## src/design/atmpc_pkg.sv

```systemverilog
`timescale 1ns / 1ps
`default_nettype none
package atmpc_pkg;
  // Input operation codes
  localparam logic OP_SAMPLE = 1'b0;
  localparam logic OP_CALPT  = 1'b1;

  // Datapath commands issued by the controller
  typedef struct packed {
    logic load;        // capture request, write history
    logic hist_rd;     // read one history entry (addr from counter)
    logic hist_cap;    // capture returned history word into window
    logic sort_step;   // one odd/even compare-exchange pass
    logic mean;        // form trimmed mean
    logic cal_rd;      // read calibration point
    logic cal_cap;     // capture calibration word
    logic seg_eval;    // evaluate segment at current index
    logic div_start;   // set up the divider
    logic div_step;    // one quotient bit
    logic finish;      // form the result
  } atmpc_cmd_t;

  typedef struct packed {
    logic seg_hit;     // segment found or extrapolation chosen
    logic seg_zero;    // result is zero, no division
    logic div_done;
  } atmpc_sts_t;
endpackage
`default_nettype wire

```

## src/design/atmpc_ctrl.sv

```systemverilog
`timescale 1ns / 1ps
`default_nettype none
module atmpc_ctrl #(
  parameter int WINDOW_SIZE = 7,
  parameter int CAL_POINTS  = 11
) (
  input  wire logic                  clk,
  input  wire logic                  rst_n,
  input  wire logic                  start,      // sample request accepted
  input  wire atmpc_pkg::atmpc_sts_t sts,
  input  wire logic                  out_taken,
  output atmpc_pkg::atmpc_cmd_t      cmd,
  output logic [$clog2(WINDOW_SIZE+1)-1:0] win_cnt,
  output logic [$clog2(CAL_POINTS+1)-1:0]  seg_cnt,
  output logic                       busy,
  output logic                       out_valid
);
  import atmpc_pkg::*;

  localparam int WCW = $clog2(WINDOW_SIZE + 1);
  localparam int SCW = $clog2(CAL_POINTS + 1);

  typedef enum logic [3:0] {
    S_IDLE, S_HRD, S_HCAP, S_SORT, S_MEAN, S_CRD0, S_CCAP0, S_CCAP1, S_EVAL,
    S_DSTART, S_DIV, S_FIN, S_OUT
  } state_t;

  state_t         state_r;
  logic [WCW-1:0] win_cnt_r;
  logic [SCW-1:0] seg_cnt_r;

  assign win_cnt   = win_cnt_r;
  assign seg_cnt   = seg_cnt_r;
  assign busy      = (state_r != S_IDLE);
  assign out_valid = (state_r == S_OUT);

  // Command decode
  always_comb begin
    cmd = '0;
    cmd.load      = (state_r == S_IDLE) && start;
    cmd.hist_rd   = (state_r == S_HRD);
    cmd.hist_cap  = (state_r == S_HCAP);
    cmd.sort_step = (state_r == S_SORT);
    cmd.mean      = (state_r == S_MEAN);
    cmd.cal_rd    = (state_r == S_CRD0) || (state_r == S_CCAP0);
    cmd.cal_cap   = (state_r == S_CCAP0) || (state_r == S_CCAP1);
    cmd.seg_eval  = (state_r == S_EVAL);
    cmd.div_start = (state_r == S_DSTART);
    cmd.div_step  = (state_r == S_DIV);
    cmd.finish    = (state_r == S_FIN);
  end

  // Sequencer: history fetch, sort passes, segment scan, divide
  always_ff @(posedge clk) begin
    if (!rst_n) begin
      state_r   <= S_IDLE;
      win_cnt_r <= '0;
      seg_cnt_r <= '0;
    end else begin
      unique case (state_r)
        S_IDLE: begin
          if (start) begin
            state_r   <= S_HRD;
            win_cnt_r <= '0;
          end
        end
        S_HRD: state_r <= S_HCAP;
        S_HCAP: begin
          if (win_cnt_r == WCW'(WINDOW_SIZE - 1)) begin
            state_r   <= S_SORT;
            win_cnt_r <= '0;
          end else begin
            win_cnt_r <= win_cnt_r + 1'b1;
            state_r   <= S_HRD;
          end
        end
        S_SORT: begin
          if (win_cnt_r == WCW'(WINDOW_SIZE - 1)) begin
            state_r <= S_MEAN;
          end else begin
            win_cnt_r <= win_cnt_r + 1'b1;
          end
        end
        S_MEAN: begin
          state_r   <= S_CRD0;
          seg_cnt_r <= '0;
        end
        // Read cal[k] then cal[k+1]
        S_CRD0:  state_r <= S_CCAP0;
        S_CCAP0: state_r <= S_CCAP1;
        S_CCAP1: state_r <= S_EVAL;
        S_EVAL: begin
          if (sts.seg_zero) begin
            state_r <= S_FIN;
          end else if (sts.seg_hit) begin
            state_r <= S_DSTART;
          end else begin
            seg_cnt_r <= seg_cnt_r + 1'b1;
            state_r   <= S_CRD0;
          end
        end
        S_DSTART: state_r <= S_DIV;
        S_DIV: begin
          if (sts.div_done) begin
            state_r <= S_FIN;
          end
        end
        S_FIN: state_r <= S_OUT;
        S_OUT: begin
          if (out_taken) begin
            state_r <= S_IDLE;
          end
        end
        default: state_r <= S_IDLE;
      endcase
    end
  end
endmodule
`default_nettype wire

```

## config.mk

```make
export PLATFORM = sky130hd
export DESIGN_NAME = atmpc_ctrl
export DESIGN_NICKNAME = d
export VERILOG_FILES = /design/src/design/atmpc_pkg.sv /design/src/design/atmpc_ctrl.sv
export SDC_FILE = /design/constraint.sdc
export NUM_CORES = 1
export LEC_CHECK = 0
export BUFFER_PORTS_ARGS = -buffer_cell sky130_fd_sc_hd__clkbuf_2
export CAP_MARGIN = 0
export CORE_MARGIN = 2
export CORE_UTILIZATION = 55
export CTS_BUF_LIST = sky130_fd_sc_hd__clkbuf_4
export CTS_CLUSTER_DIAMETER = 60
export DETAILED_ROUTE_END_ITERATION = 7
export PLACE_DENSITY = 0.92
export SETUP_SLACK_MARGIN = 0.5
export SLEW_MARGIN = 5
export SYNTH_ARGS = -nofsm -noshare
export SYNTH_HDL_FRONTEND = slang
export SYNTH_SLANG_ARGS = --single-unit
```

## constraint.sdc

```tcl
create_clock -name clk -period 3.3 [get_ports clk]
set_clock_uncertainty 0.05 [all_clocks]
set_input_delay 0.495 -clock clk [delete_from_list [all_inputs] [get_ports clk]]
set_output_delay 0.495 -clock clk [all_outputs]
set_load 0.05 [all_outputs]
```

=== Word-level counts from Yosys, hierarchy flattened ===
Cells that the tools add are included.

* Equality and inequality tests: 20
* Reduce and logical (&&, ||, !) cells: 10
* $add $sub $neg: 2
* Multiplexer cells: 15

{| class="wikitable"
|+ Operator list
! kind !! count
|-
| 4-bit case mux with 13 select lines || 1
|-
| 4-bit 2-to-1 mux || 8
|-
| 4-bit == test, second input constant || 5
|-
| 4-bit by 3-bit == test with 1-bit output, second input constant || 4
|-
| 2-bit != test, second input constant || 6
|-
| 3-bit 2-to-1 mux || 3
|-
| 3-bit case mux with 3 select lines || 1
|-
| 4-bit by 2-bit == test with 1-bit output, second input constant || 2
|-
| 4-bit case mux with 2 select lines || 1
|-
| 3-bit AND reduction || 2
|-
| 4-bit by 1-bit adder with 4-bit output, second input constant || 1
|-
| 4-bit by 1-bit == test with 1-bit output, second input constant || 1
|-
| 4-bit zero test || 1
|-
| 4-bit AND reduction || 1
|-
| 4-bit nonzero test || 1
|-
| 3-bit by 1-bit adder with 3-bit output, second input constant || 1
|-
| 3-bit == test, second input constant || 1
|-
| 3-bit nonzero test || 1
|-
| 1-bit logical OR || 2
|-
| 2-bit 2-to-1 mux || 1
|-
| 2-bit by 1-bit != test with 1-bit output, second input constant || 1
|-
| 2-bit nonzero test || 1
|-
| 1-bit logical AND || 1
|}

* Flip-flop bits (word level): 11
* Output and inout port bits: 20
* Logic and storage cells: 50
* Input port bits: 7

=== Depth between registers and ports, before layout ===
* Depth after elaboration: 4
* Depth in mapped cells: 6
* Mapped depth without buffers: 6

=== Worst setup path before layout ===
OpenSTA, ideal clock, no wires.

* Path kind: flip-flop to output port
* From: register state_r[0]
* To: output port cmd[5] in the netlist's numbering
* Data arrival time: 1571 ps
* Buffers on the path: 2
* Cell stages (with the launch flop): 5
* Setup slack: 1184 ps
* Data required time: 2755 ps
* Cell sequence: dfxtp_1 > buf_6 > clkbuf_1 > nand2_1 > a21oi_1

{| class="wikitable"
|+ RTL lines
! what !! line !! text
|-
| start: declaration || atmpc_ctrl.sv:28 || <nowiki>state_t state_r;</nowiki>
|-
| start signal: assignment || atmpc_ctrl.sv:56 || <nowiki>state_r <= S_IDLE;</nowiki>
|-
| start signal: assignment || atmpc_ctrl.sv:63 || <nowiki>state_r <= S_HRD;</nowiki>
|-
| start signal: assignment || atmpc_ctrl.sv:67 || <nowiki>S_HRD: state_r <= S_HCAP;</nowiki>
|-
| end: declaration || atmpc_ctrl.sv:12 || <nowiki>output atmpc_pkg::atmpc_cmd_t cmd,</nowiki>
|}

==> metrics.md <==
| Metric | Value |
|---|---|
| Status | `finished, final reports clean` |
| Root buf cell | `clkbuf_4` |
| DIE AREA | `0.00178 mm²` |
| CP Max Fanout | `18` |
| GR peak layer | `met2` |
| Post-synthesis sequential area ratio | `0.274` |
| Worst r2r path cells | `4` |
| HPWL after DPL | `1390 µm` |
| Peak supply drop | `0.000264 V` |
| Vias in the first global route | `692` |
| Hold path endpoint | `seg_cnt[1]` |
| YS warnings | `0` |
| Total setup buffers inserted after CTS | `0` |
| Number of H-tree levels | `1` |
| Avg WL per Cell | `12.9 µm` |
| Met2 usage | `0.354` |
| Count of unique library cells instantiated by Yosys | `39` |
| Post-Syn Nets | `117` |
| Clock tree sinks | `11` |
| RD Place Congestion | `0.900` |
| Fin crit period | `2.20 ns` |
| CTS tree | `built` |
| Routed wire length | `1880 µm` |
| Syn_area_per_cell | `7.52 µm²` |
| Initial core utilization | `0.603` |
| PortBufs | `26` |
| DRT antenna net count | `0` |
| M3 GR Usage | `0.0517` |
| Crit path DAT | `1.66 ns` |
| Worst skew pair latency | `0.28 ns` |
| FF/Latch Area | `220 µm²` |
| CTS buffer count | `3` |
| Setup tns final | `0 ns` |
| Worst R2R Start | `state_r[3]` |
| Clk pin slew, worst setup/hold paths | `0.07 ns` |
| Final setup fails | `0` |
| GRT Util Overall | `0.232` |
| Top-count cell post-synth | `nor2_1` |
| Largest net degree at the start of global routing | `19` |
| Max-slew headroom | `0.651` |
| Met1 Resource Use GR | `0.297` |
| Ys async rst share | `0` |
| DIE HEIGHT | `42.2 µm` |
| RSZ-0062 raised after global routing | `false` |
| CP endpoint kind | `output pin` |
| Area share of the largest cell type after synthesis | `0.274` |
| Initial antenna violation count | `0` |
| Max cap viols | `0` |
| LEAKAGE | `0.419 nW` |
| Ant. Diodes | `0` |
| Fin nets | `141` |
| Row Count | `13` |
| Via density | `5.89` |
| Tot Pwr | `0.000367 W` |
| Critical path class | `reg -> out` |
| Grt ovf | `0` |
| Commonest cells post-synth | `nor2_1 (16), nand2_1 (13), dfxtp_1 (11)` |
| Worst Hold Depth | `2` |
| Synth top area cells | `dfxtp_1 (27%), nor2_1 (7.5%), nand2_1 (6.1%)` |
| FMAX | `454 MHz` |
| IO Count | `27` |
| Final Slew Violations | `0` |
| Share of cells above drive strength 1 | `0.277` |
| Worst Hold Class | `reg -> reg` |
| R2r setup slk | `1.49 ns` |
| Filler cell count | `121` |
| Setup crit start kind | `register` |
| DRT iter0 DRCs | `21` |
| Final hold viol count | `0` |
| Hold path start | `seg_cnt[1]` |
| Synth Register Bits | `11` |
| Final Cycle Share | `0.667` |
| Largest area contributor in the netlist | `dfxtp_1` |
| CTS Buffer Depth | `2` |
| Primary FF master, synth | `dfxtp_1` |
| Via count | `854` |
| Die Wd | `42.2 µm` |
| Area Overhead vs Synth | `16.6%` |
| CTS Hold Buffers Added | `0` |
| Gates resized, CTS repair | `0` |
| Drc violations | `0` |
| Pwr per Cell Area | `391 mW/mm²` |
| Post-synth EDFFs | `0` |
| Data required, critical path | `2.75 ns` |
| First-pass GRT wire length | `3150 µm` |
| First drt pass iteration count | `4` |
| Core box area | `0.00133 mm²` |
| Slew @ Worst Pin | `0.523 ns` |
| Post-Synthesis Cell Area | `805 µm²` |
| R2r endpoint | `seg_cnt[0]` |
| Cells after Synth | `107` |
| Footprint of the multi-input gates | `524 µm²` |
-- metal layers --
layer / vias up / part of all wire
met2: 36 / 0.48
met3: 4 / 0.071
li1: 426 / -
met5: - / 0
met4: 0 / 0.026
met1: 388 / 0.43
-- cell type report --
type,instances,share of cell area
Inverter,4,0.0160
Timing Repair Buffer,26,0.139
Clock buffer,4,0.0320
Sequential cell,11,0.235
Multi-Input combinational cell,85,0.559
Tap cell,15,0.0200
-- metrics by stage --
step            util  instances  hold slack (ns)  cell area [µm²]  setup WS (ns)
2_1_floorplan      -        107            0.578              805           1.18
3_3_place_gp   0.681        141            0.427              908           1.46
3_5_place_dp   0.681        141            0.434              908           1.43
4_1_cts        0.704        145            0.444              938           1.10
5_1_grt        0.704        145            0.477              938          0.939
6_report       0.704        145            0.444              938           1.10
-- sequential cells by signal (all words and copies together), names as in the netlist --
signal / flops
seg_cnt: 4
win_cnt: 3
state_r: 4
-- layout by cell type, fill, tap and decap left out, types with 3 or more instances in the layout --
cell	instances
nor3_1	3
ha_1	3
o21ai_0	8
clkbuf_2	26
inv_1	4
nand2_1	13
nor2_1	16
a21oi_1	7
dfxtp_1	11
clkbuf_4	4
nand2b_1	3
-- power by group --
group          internal (W)  switching, W  total (W)
sequential         0.000138     0.0000160   0.000154
clock             0.0000552     0.0000509   0.000106
combinational     0.0000281     0.0000790   0.000107
total              0.000221      0.000146   0.000367
-- cell families after synthesis --
group,Yosys count,synth area share
xor gates and xnor gates,2,0.0218
AOI/OAI and AO/OA,30,0.257
and+or+nand+nor,49,0.314
adders and majority gates,3,0.0467
DFF,11,0.274
buffers and inverters,11,0.0746
muxes,1,0.0124
-- critical path: stages, from the launching register on --
cell      delay (ns)
dfxtp_1         0.65
or2_0           0.39
nor2_1          0.09
clkbuf_2        0.24
-- worst max path at each step --
stage | depth (start not counted) | end | slack, ns | start
after global placement | 3 | cmd[6] | 1.46 | state_r[0]
after CTS | 3 | cmd[6] | 1.10 | state_r[0]
after floorplan | 4 | cmd[5] | 1.18 | state_r[0]
after detailed placement | 3 | cmd[6] | 1.43 | state_r[0]
final | 3 | cmd[6] | 1.10 | state_r[0]
after global routing | 3 | out_valid | 0.94 | state_r[0]
Note: power is estimated with default switching activity, not from simulation.
